## src/rtl/core/sspj_pkg.sv

```systemverilog
// Package for the sphere surface projection core: widths, config register
// indexes and the item structs handed along the square root and divide cells.
// No dependencies.
package sspj_pkg;

    localparam int CW    = 32;          // coordinate width
    localparam int MW    = CW + 1;      // magnitude of a coordinate difference
    localparam int SQW   = 2 * MW;      // width of one square
    localparam int SUMW  = SQW;         // sum of three squares stays below 2^66
    localparam int ROOTW = SUMW / 2;    // square root width, one bit per cell
    localparam int RADW  = 2 * ROOTW;   // radicand padded to an even width
    localparam int SREMW = ROOTW + 2;   // square root partial remainder
    localparam int RW    = 31;          // radius and band register width
    localparam int NUMW  = RW + CW;     // R * |d| stays below 2^63
    localparam int NLANE = 3;
    localparam int CFGIW = 3;

    // Config register indexes
    localparam logic [CFGIW-1:0] CFG_CENTRE_X = 3'd0;
    localparam logic [CFGIW-1:0] CFG_CENTRE_Y = 3'd1;
    localparam logic [CFGIW-1:0] CFG_CENTRE_Z = 3'd2;
    localparam logic [CFGIW-1:0] CFG_RADIUS   = 3'd3;
    localparam logic [CFGIW-1:0] CFG_BAND     = 3'd4;

    // Point data carried past the distance calculation
    typedef struct packed {
        logic signed [CW-1:0]    px;
        logic signed [CW-1:0]    py;
        logic signed [CW-1:0]    pz;
        logic [MW-1:0]           mx;
        logic [MW-1:0]           my;
        logic [MW-1:0]           mz;
        logic [NLANE-1:0]        neg;   // difference below zero, per axis
    } t_pass;

    // One square root cell's worth of state
    typedef struct packed {
        logic [SREMW-1:0] rem;
        logic [ROOTW-1:0] root;
        logic [RADW-1:0]  rad;
        t_pass            pass;
    } t_sq;

    // One divide lane: partial remainder, numerator bits out, quotient bits in
    typedef struct packed {
        logic [ROOTW-1:0] rem;
        logic [NUMW-1:0]  nq;
    } t_lane;

    typedef struct packed {
        t_lane [NLANE-1:0] lane;
        logic [ROOTW-1:0]  r;
        t_pass             pass;
        logic              moved;
        logic              outside;
        logic              centre;
    } t_dv;

endpackage

```

## src/rtl/core/sspj_div_cell.sv

```systemverilog
// One quotient bit of the three restoring divisions R*|d| / r.
// Depends on sspj_pkg.
module sspj_div_cell (
    input  logic          i_clk,
    input  logic          i_rst_n,
    input  logic          i_en,
    input  logic          i_valid,
    input  sspj_pkg::t_dv i_d,
    output logic          o_valid,
    output sspj_pkg::t_dv o_d
);

    logic                       r_valid;
    sspj_pkg::t_dv              r_d;
    sspj_pkg::t_dv              n_d;
    logic [sspj_pkg::ROOTW:0]   cur [sspj_pkg::NLANE];
    logic                       take [sspj_pkg::NLANE];

    // Shift in the next numerator bit per lane and subtract when it fits
    always_comb begin
        n_d = i_d;
        for (int k = 0; k < sspj_pkg::NLANE; k++) begin
            cur[k]  = {i_d.lane[k].rem, i_d.lane[k].nq[sspj_pkg::NUMW-1]};
            take[k] = (cur[k] >= {1'b0, i_d.r});
            n_d.lane[k].rem = take[k] ? sspj_pkg::ROOTW'(cur[k] - {1'b0, i_d.r})
                                      : cur[k][sspj_pkg::ROOTW-1:0];
            n_d.lane[k].nq  = {i_d.lane[k].nq[sspj_pkg::NUMW-2:0], take[k]};
        end
    end

    always_ff @(posedge i_clk) begin
        if (!i_rst_n) begin
            r_valid <= 1'b0;
        end else if (i_en) begin
            r_valid <= i_valid;
        end
        if (i_en) begin
            r_d <= n_d;
        end
    end

    assign o_valid = r_valid;
    assign o_d     = r_d;

endmodule

```

## config.mk

```make
export PLATFORM = sky130hd
export DESIGN_NAME = sspj_div_cell
export DESIGN_NICKNAME = d
export VERILOG_FILES = /design/src/rtl/core/sspj_pkg.sv /design/src/rtl/core/sspj_div_cell.sv
export SDC_FILE = /design/constraint.sdc
export NUM_CORES = 1
export LEC_CHECK = 0
export BUFFER_PORTS_ARGS = -buffer_cell sky130_fd_sc_hd__buf_2
export CAP_MARGIN = 0
export CORE_AREA = 2 2 403 405
export CTS_BUF_LIST = sky130_fd_sc_hd__clkbuf_8
export DETAILED_ROUTE_END_ITERATION = 16
export DIE_AREA = 0 0 405 407
export GPL_TIMING_DRIVEN = 0
export RECOVER_POWER = 100
export SETUP_SLACK_MARGIN = 0.3
export SLEW_MARGIN = 20
export SYNTH_ARGS = -nofsm -noshare
export SYNTH_HDL_FRONTEND = slang
export SYNTH_SLANG_ARGS = --single-unit
export TNS_END_PERCENT = 100
```

## constraint.sdc

```tcl
create_clock -name i_clk -period 10.37 [get_ports i_clk]
set_input_delay 2.074 -clock i_clk [delete_from_list [all_inputs] [get_ports i_clk]]
set_output_delay 2.074 -clock i_clk [all_outputs]
set_load 0.1 [all_outputs]
```

==> impl_metrics.yaml <==
global_route:
  grt_overflow: 0
  antenna_found_initial: 180
  grt.met1_usage_pct: 18.4
  gr-usage-met3_pct: 11.2
  track_usage_pct: 18.7
  grt_pass1_vias: 19000
  met2_usage_pct: 32.5
  grt_max_degree: 106
  grt_pass1_wl_um: 197000
  busiest_layer: "met2"
critical_path:
  critPathMostFrequentCell: "clkbuf_1"
  rrSetupSlack_ns: 9.70
  end_kind: "flop"
  critPathRequiredTime_ns: 10.68
  r2r_cells: 2
  slowest_stage: "clkbuf_1"
  critPathArrivalTime_ns: 7.69
  crit_fanout: 83
  critPathMaxStageDelay_ns: 2.68
  worstSetupStartpoint: "i_en"
  startpoint_type: "primary input"
  regToRegEndpoint: "o_valid"
  crit_type: "in -> reg"
  r2r-start: "o_valid"
  critical_path.cell_chain: "clkbuf_1, buf_16, clkbuf_1"
cts:
  cts_resized: 0
  clock_sinks: 523
  worstSkewPairLatency_ns: 0.83
  clk_pin_slew_worst_paths_ns: 0.05
  cts_max_level: 3
  cts_buffers: 105
  cts_tree: "done"
  cts_root_buffer: "clkbuf_8"
  cts_hold_buf: 0
  cts.path.max_buffers: 3
  cts_setup_buffers: 0
synthesis:
  syn-num-nets: 2204
  ys_seq_area_share_pct: 69.3
  synth_warnings: 0
  synth-seq-cells: 523
  synth_enable_flop_cells: 522
  netlist_instances: 1576
  synth-main-ff-cell: "edfxtp_1"
  syn_area_mm2: 0.0226
  yosysTopAreaCell: "edfxtp_1"
  synth_area_leaders: "edfxtp_1 69%, ha_1 5.5%, a21oi_1 3.3%, nor2_1 2.1%, xnor2_1 1.8%"
  async_flop_share_pct: 0
  synth.avg_cell_area_um2: 14.4
  yosys-top-cells-count: "522 x edfxtp_1, 150 x a21oi_1, 126 x nor2_1"
  synth.distinct_cells: 81
  post-synth-top-count-cell: "edfxtp_1"
  synth_top_area_share_pct: 69.3
outcome:
  failed_checks: "capacitance limit, slew limit"
  status: "finished, violations left"
power_and_ir_drop:
  p_leak_uw: 0.0120
  p_total_uw: 7370
  ir_drop_v: 0.000134
  powerDensity_mw_per_mm2: 230
routing:
  wl_per_cell_um: 32.0
  vias: 19900
  drtIter0Drc: 1634
  drc_errors: 0
  routed_via_density: 3.96
  antenna_left: 0
  firstDrtPassIters: 5
  finalWirelength_um: 161000
sta:
  skew_ns: 0
  setup_ws_ns: 2.99
  relSlewSlack_pct: -151
  hold_viol_final: 0
  rsz0062_at_grt: "false"
  finalCritPeriodShare_pct: 71.2
  hold_ws_ns: 0.532
  fmax_mhz: 135
  setup_tns_ns: 0
  drv_slew: 238
  worst_slew_pin_slew_ns: 3.77
  layout_min_cycle_time_ns: 7.38
  setup_viol: 0
place:
  place_ws_ns: 3.70
  hpwlAfterDp_um: 137000
  place_congestion: 0.996
  portBuffers: 1048
min_path:
  hold_class: "reg -> reg"
  min-delay-start: "o_valid"
  hold_path_depth: 2
  min_delay_worst_endpoint: "o_valid"
floorplan:
  die_height_um: 407
  rows: 147
  core_mm2: 0.160
  die_x_um: 405
  start_util_pct: 14.1
  io_pins: 1049
  die_area_mm2: 0.165
finish:
  final_nets: 3365
  area_growth_pct: 41.8
  fill_cells: 17700
  fin_util_pct: 20.0
  drive_gt1_share_pct: 22.7
flow_run:
  max-cap-violations: 77
[through the flow]
stage / instances / instance area [um2]
6_report: 5030 / 32100
5_1_grt: 5010 / 32000
4_1_cts: 4983 / 32900
3_5_place_dp: 4790 / 30800
3_3_place_gp: 4784 / 30600
2_1_floorplan: 1576 / 22600
[registers in the layout (all words and copies together) (netlist names)]
signal	cells
o_d	522
o_valid	1
[final cells by class]
cell class                 instances  area, um2  area share (%)
tap                             2160       2700            8.42
inverter                          70        263           0.819
multi-input combinational        940       6400            20.0
buffer                            43        169           0.526
antenna                           47        118           0.367
clock inverter                    87        649            2.02
timing repair buffer            1054       4630            14.4
sequential                       523      15700            48.9
clock buffer                     106       1460            4.55
[power by group]
part,internal [uW],switching [uW]
Combinational,339,2140
Clock,1170,1080
Sequential,2570,70.8
Total,4080,3290
[kinds of logic after synthesis]
family | after synthesis | synth area share [%]
adder cells (fa/ha/maj) | 102 | 5.74
AO/OA/AOI/OAI | 404 | 11.7
AND/OR/NAND/NOR | 338 | 7.11
XOR/XNOR | 74 | 2.86
multiplexers | 22 | 1.08
buffers and inverters | 113 | 2.12
flip-flops | 523 | 69.3
[cells in the final DEF, fill, tap and decap left out, types with 17 or more instances in the layout]
cell,count
xnor2_1,47
clkbuf_1,626
diode_2,47
ha_1,99
buf_2,467
inv_1,92
xor2_1,27
a21o_1,41
clkinv_2,19
nor2_1,126
nand2_1,72
o21bai_1,17
a21oi_1,150
nand4_1,20
o21ai_0,59
clkbuf_8,106
nand3_1,26
edfxtp_1,522
nor3_1,21
clkinv_1,22
[critical path, delay by kind of cell]
family                 cells  cell delay (ns)
buffers and inverters      3             5.34
[per-layer routing]
metal	part of all wire [%]	up-vias
li1	-	8472
met1	33	9703
met2	49	1268
met3	14	399
met4	3.9	68
met5	0.27	-
[worst max path at each step]
| stage | end | slack (ns) | cells past startpoint |
|---|---|---|---|
| after floorplan | o_d[517] | 5.61 | 12 |
| after detailed placement | o_d[520] | 3.70 | 13 |
| final | o_d[463] | 2.99 | 3 |
| after global placement | o_d[462] | -1.76 | 1 |
| after global routing | o_d[37] | 2.74 | 3 |
| after CTS | o_d[520] | 4.67 | 13 |
Power figures use the tool's default switching activity.
