===== src/rtl/core/sspj_pkg.sv =====
// Package for the sphere surface projection core: widths, config register
// indexes and the item structs handed along the square root and divide cells.
// No dependencies.
package sspj_pkg;

    localparam int CW    = 32;          // coordinate width
    localparam int MW    = CW + 1;      // magnitude of a coordinate difference
    localparam int SQW   = 2 * MW;      // width of one square
    localparam int SUMW  = SQW;         // sum of three squares stays below 2^66
    localparam int ROOTW = SUMW / 2;    // square root width, one bit per cell
    localparam int RADW  = 2 * ROOTW;   // radicand padded to an even width
    localparam int SREMW = ROOTW + 2;   // square root partial remainder
    localparam int RW    = 31;          // radius and band register width
    localparam int NUMW  = RW + CW;     // R * |d| stays below 2^63
    localparam int NLANE = 3;
    localparam int CFGIW = 3;

    // Config register indexes
    localparam logic [CFGIW-1:0] CFG_CENTRE_X = 3'd0;
    localparam logic [CFGIW-1:0] CFG_CENTRE_Y = 3'd1;
    localparam logic [CFGIW-1:0] CFG_CENTRE_Z = 3'd2;
    localparam logic [CFGIW-1:0] CFG_RADIUS   = 3'd3;
    localparam logic [CFGIW-1:0] CFG_BAND     = 3'd4;

    // Point data carried past the distance calculation
    typedef struct packed {
        logic signed [CW-1:0]    px;
        logic signed [CW-1:0]    py;
        logic signed [CW-1:0]    pz;
        logic [MW-1:0]           mx;
        logic [MW-1:0]           my;
        logic [MW-1:0]           mz;
        logic [NLANE-1:0]        neg;   // difference below zero, per axis
    } t_pass;

    // One square root cell's worth of state
    typedef struct packed {
        logic [SREMW-1:0] rem;
        logic [ROOTW-1:0] root;
        logic [RADW-1:0]  rad;
        t_pass            pass;
    } t_sq;

    // One divide lane: partial remainder, numerator bits out, quotient bits in
    typedef struct packed {
        logic [ROOTW-1:0] rem;
        logic [NUMW-1:0]  nq;
    } t_lane;

    typedef struct packed {
        t_lane [NLANE-1:0] lane;
        logic [ROOTW-1:0]  r;
        t_pass             pass;
        logic              moved;
        logic              outside;
        logic              centre;
    } t_dv;

endpackage


===== src/rtl/core/sspj_sqrt_cell.sv =====
// One bit of the digit by digit square root of the squared distance.
// Depends on sspj_pkg.
module sspj_sqrt_cell (
    input  logic          i_clk,
    input  logic          i_rst_n,
    input  logic          i_en,
    input  logic          i_valid,
    input  sspj_pkg::t_sq i_d,
    output logic          o_valid,
    output sspj_pkg::t_sq o_d
);

    logic                         r_valid;
    sspj_pkg::t_sq                r_d;
    sspj_pkg::t_sq                n_d;
    logic [sspj_pkg::SREMW+1:0]   cur;
    logic [sspj_pkg::SREMW+1:0]   trial;
    logic                         take;

    // Bring down two radicand bits and try root*4+1
    always_comb begin
        cur   = {i_d.rem, i_d.rad[sspj_pkg::RADW-1 -: 2]};
        trial = {2'b00, i_d.root, 2'b01};
        take  = (cur >= trial);
        n_d        = i_d;
        n_d.rem    = take ? sspj_pkg::SREMW'(cur - trial) : cur[sspj_pkg::SREMW-1:0];
        n_d.root   = {i_d.root[sspj_pkg::ROOTW-2:0], take};
        n_d.rad    = {i_d.rad[sspj_pkg::RADW-3:0], 2'b00};
    end

    always_ff @(posedge i_clk) begin
        if (!i_rst_n) begin
            r_valid <= 1'b0;
        end else if (i_en) begin
            r_valid <= i_valid;
        end
        if (i_en) begin
            r_d <= n_d;
        end
    end

    assign o_valid = r_valid;
    assign o_d     = r_d;

endmodule


===== config.mk =====
export PLATFORM = sky130hd
export DESIGN_NAME = sspj_sqrt_cell
export DESIGN_NICKNAME = d
export VERILOG_FILES = /design/src/rtl/core/sspj_pkg.sv /design/src/rtl/core/sspj_sqrt_cell.sv
export SDC_FILE = /design/constraint.sdc
export NUM_CORES = 1
export LEC_CHECK = 0
export BUFFER_PORTS_ARGS = -buffer_cell sky130_fd_sc_hd__buf_2
export CAP_MARGIN = 5
export CORE_AREA = 3 3 261 263
export CTS_CLUSTER_SIZE = 12
export DETAILED_ROUTE_END_ITERATION = 10
export DIE_AREA = 0 0 264 266
export GPL_ROUTABILITY_DRIVEN = 1
export PLACE_DENSITY_LB_ADDON = 0.12
export SYNTH_ARGS = -nofsm -noshare
export SYNTH_HDL_FRONTEND = slang
export SYNTH_SLANG_ARGS = --single-unit

===== constraint.sdc =====
create_clock -name i_clk -period 4.2 [get_ports i_clk]
set_input_delay 0.21 -clock i_clk [delete_from_list [all_inputs] [get_ports i_clk]]
set_output_delay 0.21 -clock i_clk [all_outputs]
set_load 0.03 [all_outputs]

==> results of run 1 <==
power by group through the flow:
stage	sequential [mW]	clock, mW	combinational [mW]
6_report	4.05	3.65	1.88
5_1_grt	4.07	3.97	2.01
4_1_cts	4.05	3.84	1.93
3_5_place_dp	4.11	0	1.65
3_3_place_gp	4.11	0	1.65
2_1_floorplan	4.73	0	0.328
final cells by class:
cell class	count	share of cell area
Timing Repair Buffer	1006	0.315
Tap cell	864	0.0504
Clock buffer	53	0.0509
Multi-Input combinational cell	323	0.0993
Sequential cell	331	0.463
Antenna cell	6	0.000700
Clock inverter	19	0.0131
Inverter	43	0.00752
layout by cell type, fill, tap and decap left out, types with 11 or more instances in the layout:
master	n
nand2_1	59
o21ai_1	29
xnor2_1	16
a21oi_1	37
xor2_1	17
a21o_1	19
buf_2	665
dlygate4sd3_1	331
o21ai_0	13
clkbuf_16	42
nor2_1	21
inv_1	43
clkbuf_1	11
edfxtp_1	330
ha_1	35
path summary, 6_finish.rpt:
check / start / cells after the start / end
setup / recovery: i_d[272] / 12 / o_d[326]
hold / removal: i_en / 1 / o_d[37]
setup reg to reg: o_valid / 3 / o_valid
hold reg to reg: o_valid / 3 / o_valid
state kept, by name, summed over array words and instances (netlist names):
register  cells
o_d         330
o_valid       1
through the flow:
stage | power, mW | worst slack [ns]
6_report | 9.57 | 0.845
3_5_place_dp | 5.77 | 0.800
4_1_cts | 9.82 | 0.813
3_3_place_gp | 5.77 | 0.899
5_1_grt | 10.1 | 0.633
2_1_floorplan | 5.06 | 1.43
worst max-delay path: stages:
cell           delay (ns)
dlygate4sd3_1        0.60
buf_2                0.14
inv_1                0.04
ha_1                 0.42
nand2_1              0.11
or3_1                0.41
or4_1                0.59
o31a_1               0.32
nand2_1              0.13
o211ai_4             0.21
buf_4                0.28
o31ai_1              0.26
cells by family (layout without fill, tap and decap cells):
family / Yosys count / after routing / share of synthesized area
simple gates: 114 / 114 / 0.0407
buf+inv: 57 / 1121 / 0.0206
other cells: 1 / 8 / 0.000305
flops: 331 / 331 / 0.807
compound gates: 136 / 136 / 0.0692
xor+xnor: 33 / 33 / 0.0235
mux: 3 / 3 / 0.00285
fa+ha+maj: 35 / 35 / 0.0356
metal layers:
layer  up-vias  part of all wire  GRT usage
met1      4808              0.36      0.145
met3        82             0.075     0.0425
met5         -            0.0016          0
met4        12             0.032     0.0498
li1       4778                 -          -
met2       375              0.53      0.257
==> insert_results.sql, run 1 <==
INSERT INTO impl_metrics (metric_group, metric, value, unit) VALUES
('status', 'outcome', 'complete, no violations', ''),
('synth', 'synth_enable_flop_cells', '330', ''),
('power', 'power.density_cell_area', '446', 'mW/mm2'),
('power', 'power.net_switching', '2.70', 'mW'),
('global_routing', 'gr-usage-all-layers', '0.138', ''),
('timing', 'fin_hold_ws', '0.183', 'ns'),
('cts', 'clock_path_buffers', '3', ''),
('cts', 'cts_hold_buffers', '331', ''),
('drt', 'via_count', '10100', ''),
('floorplanning', 'fp.dieH', '266', 'um'),
('cts', 'post_cts.resized_instances', '0', ''),
('cts', 'ctsHtreeMaxLevel', '2', ''),
('synth', 'syn-instance-count', '710', ''),
('global_routing', 'grt_overflow', '0', ''),
('power', 'power.internal', '6.87', 'mW'),
('worst_setup_path', 'arrival_time_reported_for_the_critical_path_endpoint', '3.73', 'ns'),
('synth', 'synth_sequential_area_ratio', '0.807', ''),
('finish', 'post_route_cells_drive_above_1_share', '0.418', ''),
('power', 'seqPwrFrac', '0.423', ''),
('finish', 'design_area', '0.0215', 'mm2'),
('power', 'combinationalPowerShare', '0.196', ''),
('drt', 'detail_route.drc_violations', '0', ''),
('synth', 'synth_seq_cells', '331', ''),
('cts', 'cts_setup_buffers', '0', ''),
('drt', 'detail_route.wirelength', '50600', 'um'),
('finish', 'finalNonFillerCells', '2645', ''),
('place', 'routabilityCongestion', '0.765', ''),
('timing', 'timing.clock.skew', '0', 'ns'),
('synth', 'async_reset_ff_frac', '0', ''),
('worst_setup_path', 'start_kind', 'input port', ''),
('cts', 'clock_latency_of_the_later_clocked_register_in_the_worst_skew_pair', '0.57', 'ns'),
('timing', 'slew_headroom', '0.487', ''),
('drt', 'drt_pass1_iterations', '5', ''),
('synth', 'netlist_top_cells_area', 'edfxtp_1 81%, ha_1 3.6%, nand2_1 1.8%, a21oi_1 1.5%, inv_1 1.3%', ''),
('worst_setup_path', 'worst_ep_required', '4.57', 'ns'),
('power', 'irDropWorstVdd', '0.000359', 'V'),
('place', 'placed_cell_area', '0.0167', 'mm2'),
('floorplanning', 'floorplan.core_area', '0.0659', 'mm2'),
('place', 'port-buffer-count', '666', ''),
('cts', 'cts_made_buffers', '42', ''),
('timing', 'report.final.setup_viol', '0', ''),
('synth', 'synth_cell_types', '48', ''),
('floorplanning', 'boundaryPins', '669', ''),
('finish', 'area_delta_synth_final', '74.4', '%'),
('finish', 'final_core_utilization', '0.326', ''),
('timing', 'worst_slew_pin_slew', '0.769', 'ns'),
('power', 'leakagePower', '9.12', 'nW'),
('drt', 'viasPerCell', '3.80', ''),
('worst_setup_path', 'timing.critical_path.to_type', 'register', ''),
('cts', 'cts.sinks', '331', ''),
('synth', 'ys_warn_count', '0', ''),
('worst_setup_path', 'regToRegSetupSlack', '3.04', 'ns'),
('cts', 'clk_root_buffer_cell', 'clkbuf_16', ''),
('timing', 'fmax', '298', 'MHz'),
('timing', 'setup_total_negative_slack', '0', 'ns'),
('timing', 'drv_slew', '0', ''),
('timing', 'grt_setup_unrepaired', 'false', ''),
('cts', 'clk_transition_reported_paths', '0.06', 'ns'),
('place', 'place.detailed.instances', '2236', ''),
('power', 'netSwitchingFraction', '0.282', ''),
('finish', 'layout.filler_cells', '6792', ''),
('finish', 'design.final.nets', '2118', ''),
('synth', 'synth_top_cell_area_share', '0.806', ''),
('drt', 'postRouteAntennaNets', '0', ''),
('floorplanning', 'fp-row-count', '94', ''),
('synth', 'synthesis.area_per_instance', '17.3', 'um2'),
('synth', 'synth_flop_cell', 'edfxtp_1', ''),
('global_routing', 'grt_pass1_vias', '10900', ''),
('drt', 'drt-wirelength-per-cell', '19.1', 'um'),
('run', 'timing.max_cap.violations', '0', ''),
('synth', 'synth.largest_area_cell', 'edfxtp_1', '');
Note: power is estimated with default switching activity, not from simulation.
==> inputs of run 2 (changes only) <==
--- a/config.mk
+++ b/config.mk
@@ -7,10 +7,10 @@
 export LEC_CHECK = 0
 export BUFFER_PORTS_ARGS = -buffer_cell sky130_fd_sc_hd__buf_2
 export CAP_MARGIN = 5
-export CORE_AREA = 3 3 261 263
+export CORE_AREA = 3 3 262 264
 export CTS_CLUSTER_SIZE = 12
 export DETAILED_ROUTE_END_ITERATION = 10
-export DIE_AREA = 0 0 264 266
+export DIE_AREA = 0 0 265 267
 export GPL_ROUTABILITY_DRIVEN = 1
 export PLACE_DENSITY_LB_ADDON = 0.12
 export SYNTH_ARGS = -nofsm -noshare
==> constraint.sdc (replaced) <==
create_clock -name i_clk -period 2.9 [get_ports i_clk]
set_input_delay 0.145 -clock i_clk [delete_from_list [all_inputs] [get_ports i_clk]]
set_output_delay 0.145 -clock i_clk [all_outputs]
set_load 0.03 [all_outputs]
==> insert_results.sql, run 2 (synthesized netlist as in run 1, its figures left out) <==
INSERT INTO impl_metrics (metric_group, metric, value, unit) VALUES
('worst_setup_path', 'start_kind', 'input port', ''),
('finish', 'design.final.nets', '2176', ''),
('floorplanning', 'fp.dieH', '267', 'um'),
('drt', 'drt-wirelength-per-cell', '18.5', 'um'),
('run', 'timing.max_cap.violations', '0', ''),
('power', 'leakagePower', '9.46', 'nW'),
('floorplanning', 'floorplan.core_area', '0.0668', 'mm2'),
('power', 'power.density_cell_area', '624', 'mW/mm2'),
('place', 'port-buffer-count', '666', ''),
('worst_setup_path', 'worstSetupPathType', 'input port to register', ''),
('floorplanning', 'fp-row-count', '95', ''),
('place', 'routabilityCongestion', '0.766', ''),
('place', 'place.detailed.instances', '2297', ''),
('drt', 'drt_pass1_iterations', '4', ''),
('finish', 'finalNonFillerCells', '2713', ''),
('worst_setup_path', 'timing.critical_path.to_type', 'register', ''),
('cts', 'cts_made_buffers', '42', ''),
('drt', 'initialDrtViolationCount', '429', ''),
('finish', 'layout.filler_cells', '6814', ''),
('worst_setup_path', 'worst_ep_required', '3.20', 'ns'),
('floorplanning', 'overall_die_area', '0.0708', 'mm2'),
('finish', 'multi_input_combinational_cell_area', '0.00227', 'mm2'),
('drt', 'total_routed_wire_length_on_the_met1_layer', '18000', 'um'),
('timing', 'report.final.setup_viol', '0', ''),
('cts', 'ctsHtreeMaxLevel', '2', ''),
('cts', 'clock_path_buffers', '3', ''),
('global_routing', 'grt_max_degree', '60', ''),
('global_routing', 'gr-usage-all-layers', '0.135', ''),
('cts', 'cts.sinks', '331', ''),
('timing', 'grt_setup_unrepaired', 'false', ''),
('drt', 'postRouteAntennaNets', '0', ''),
('worst_setup_path', 'arrival_time_reported_for_the_critical_path_endpoint', '3.10', 'ns'),
('timing', 'setup_total_negative_slack', '0', 'ns'),
('finish', 'final_core_utilization', '0.330', ''),
('place', 'placed_cell_area', '0.0172', 'mm2'),
('finish', 'final_common_cell', 'buf_2', ''),
('finish', 'post_route_cells_drive_above_1_share', '0.446', ''),
('cts', 'clk_root_buffer_cell', 'clkbuf_16', ''),
('timing', 'fmax', '358', 'MHz'),
('power', 'irDropWorstVdd', '0.000406', 'V'),
('drt', 'highest-signal-layer', 'met5', ''),
('timing', 'fin_hold_ws', '0.0415', 'ns'),
('floorplanning', 'die-width', '265', 'um'),
('finish', 'design_area', '0.0220', 'mm2'),
('worst_setup_path', 'cp_max_fo', '6', ''),
('global_routing', 'grt_pass1_vias', '10800', ''),
('drt', 'viasPerCell', '3.77', ''),
('global_routing', 'antenna_found_initial', '13', ''),
('finish', 'sequential_standard_cell_area', '0.00993', 'mm2'),
('timing', 'final_period_minus_worst_setup_slack', '2.79', 'ns'),
('timing', 'post-route-period-util', '0.963', ''),
('drt', 'wl_met2', '26400', 'um'),
('cts', 'cts_tree', 'done', ''),
('status', 'outcome', 'complete, no violations', ''),
('cts', 'clock_latency_of_the_later_clocked_register_in_the_worst_skew_pair', '0.57', 'ns'),
('drt', 'detailroute.wirelength.met3', '3790', 'um'),
('timing', 'slew_headroom', '0.577', ''),
('global_routing', 'grt_first_pass_wirelength', '70200', 'um'),
('timing', 'worst_slew_pin_slew', '0.628', 'ns'),
('timing', 'drv_slew', '0', ''),
('drt', 'detail_route.drc_violations', '0', ''),
('floorplanning', 'start_util', '0.184', ''),
('hold_path', 'worst_hold_path_type', 'input port to register', ''),
('cts', 'clk_transition_reported_paths', '0.06', 'ns'),
('global_routing', 'grt_overflow', '0', ''),
('drt', 'via_count', '10200', ''),
('finish', 'area_delta_synth_final', '79.2', '%'),
('floorplanning', 'boundaryPins', '669', ''),
('timing', 'timing.clock.skew', '0', 'ns'),
('finish', 'max_reg_flops', '330', ''),
('drt', 'detail_route.wirelength', '50200', 'um'),
('finish', 'final_cell_mix', '663 x buf_2, 330 x edfxtp_1, 328 x dlygate4sd3_1', ''),
('timing', 'finalHoldViolations', '0', ''),
('place', 'detailedPlacementHpwl', '38700', 'um');
## run 2: cell types whose count changed in the layout (fill, tap and decap cells not counted), sizes merged
cell,change
buf,+56
bufinv,-4
clkbuf,-1
clkinv,+8
diode,-3
dlygate4sd3,-3
dlymetal6s4s,+5
inv,+1
## run 2: repair_timing
action | CTS | global route
hold buffers | 332 | 1
setup buffers | 0 | 6
gates resized for setup | 0 | 32
setup endpoints to repair | 0 | 35
hold endpoints to repair | 368 | 1
## run 2: path summary, 6_finish.rpt
check,start,end,slack [ns],depth (start not counted)
worst max register to register,o_valid,o_valid,1.76,3
worst min-delay path,i_d[269],o_d[270],0.04,2
worst min register to register,o_valid,o_valid,1.06,3
worst max-delay path,i_d[299],o_d[314],0.11,11
## run 2: per-stage QoR
stage | power [mW] | worst slack (ns)
finish | 13.8 | 0.108
global placement | 8.47 | -0.0814
detailed placement | 8.46 | -0.0739
CTS | 14.0 | 0.00217
floorplan | 7.33 | 0.199
global route | 14.4 | 0.00321
## run 2: power breakdown
| part | internal [mW] | leakage, nW | switching, mW | total, mW |
|---|---|---|---|---|
| combinational | 1.08 | 5.58 | 1.78 | 2.86 |
| sequential | 5.76 | 3.24 | 0.104 | 5.87 |
| clock | 2.90 | 0.634 | 2.13 | 5.02 |
## run 2: cell type report
type | instances | area share
multi-input combinational | 323 | 0.103
clock inverter | 24 | 0.00994
sequential | 331 | 0.451
clock buffer | 52 | 0.0498
tap | 873 | 0.0496
inverter | 43 | 0.00732
antenna | 3 | 0.000341
timing repair buffer | 1064 | 0.329
## run 2: worst max-delay path, cell delays in order
cell	delay [ns]
dlygate4sd3_1	0.56
buf_2	0.14
ha_2	0.38
nand4_1	0.15
buf_4	0.17
or4_4	0.52
o31a_1	0.35
o21ai_2	0.10
o211ai_4	0.14
buf_4	0.16
mux2_4	0.28
## run 2: per-layer routing
| metal | global-route usage | vias up |
|---|---|---|
| li1 | - | 4902 |
| met1 | 0.140 | 4823 |
| met2 | 0.251 | 384 |
| met3 | 0.0448 | 108 |
| met4 | 0.0539 | 20 |
| met5 | 0 | - |
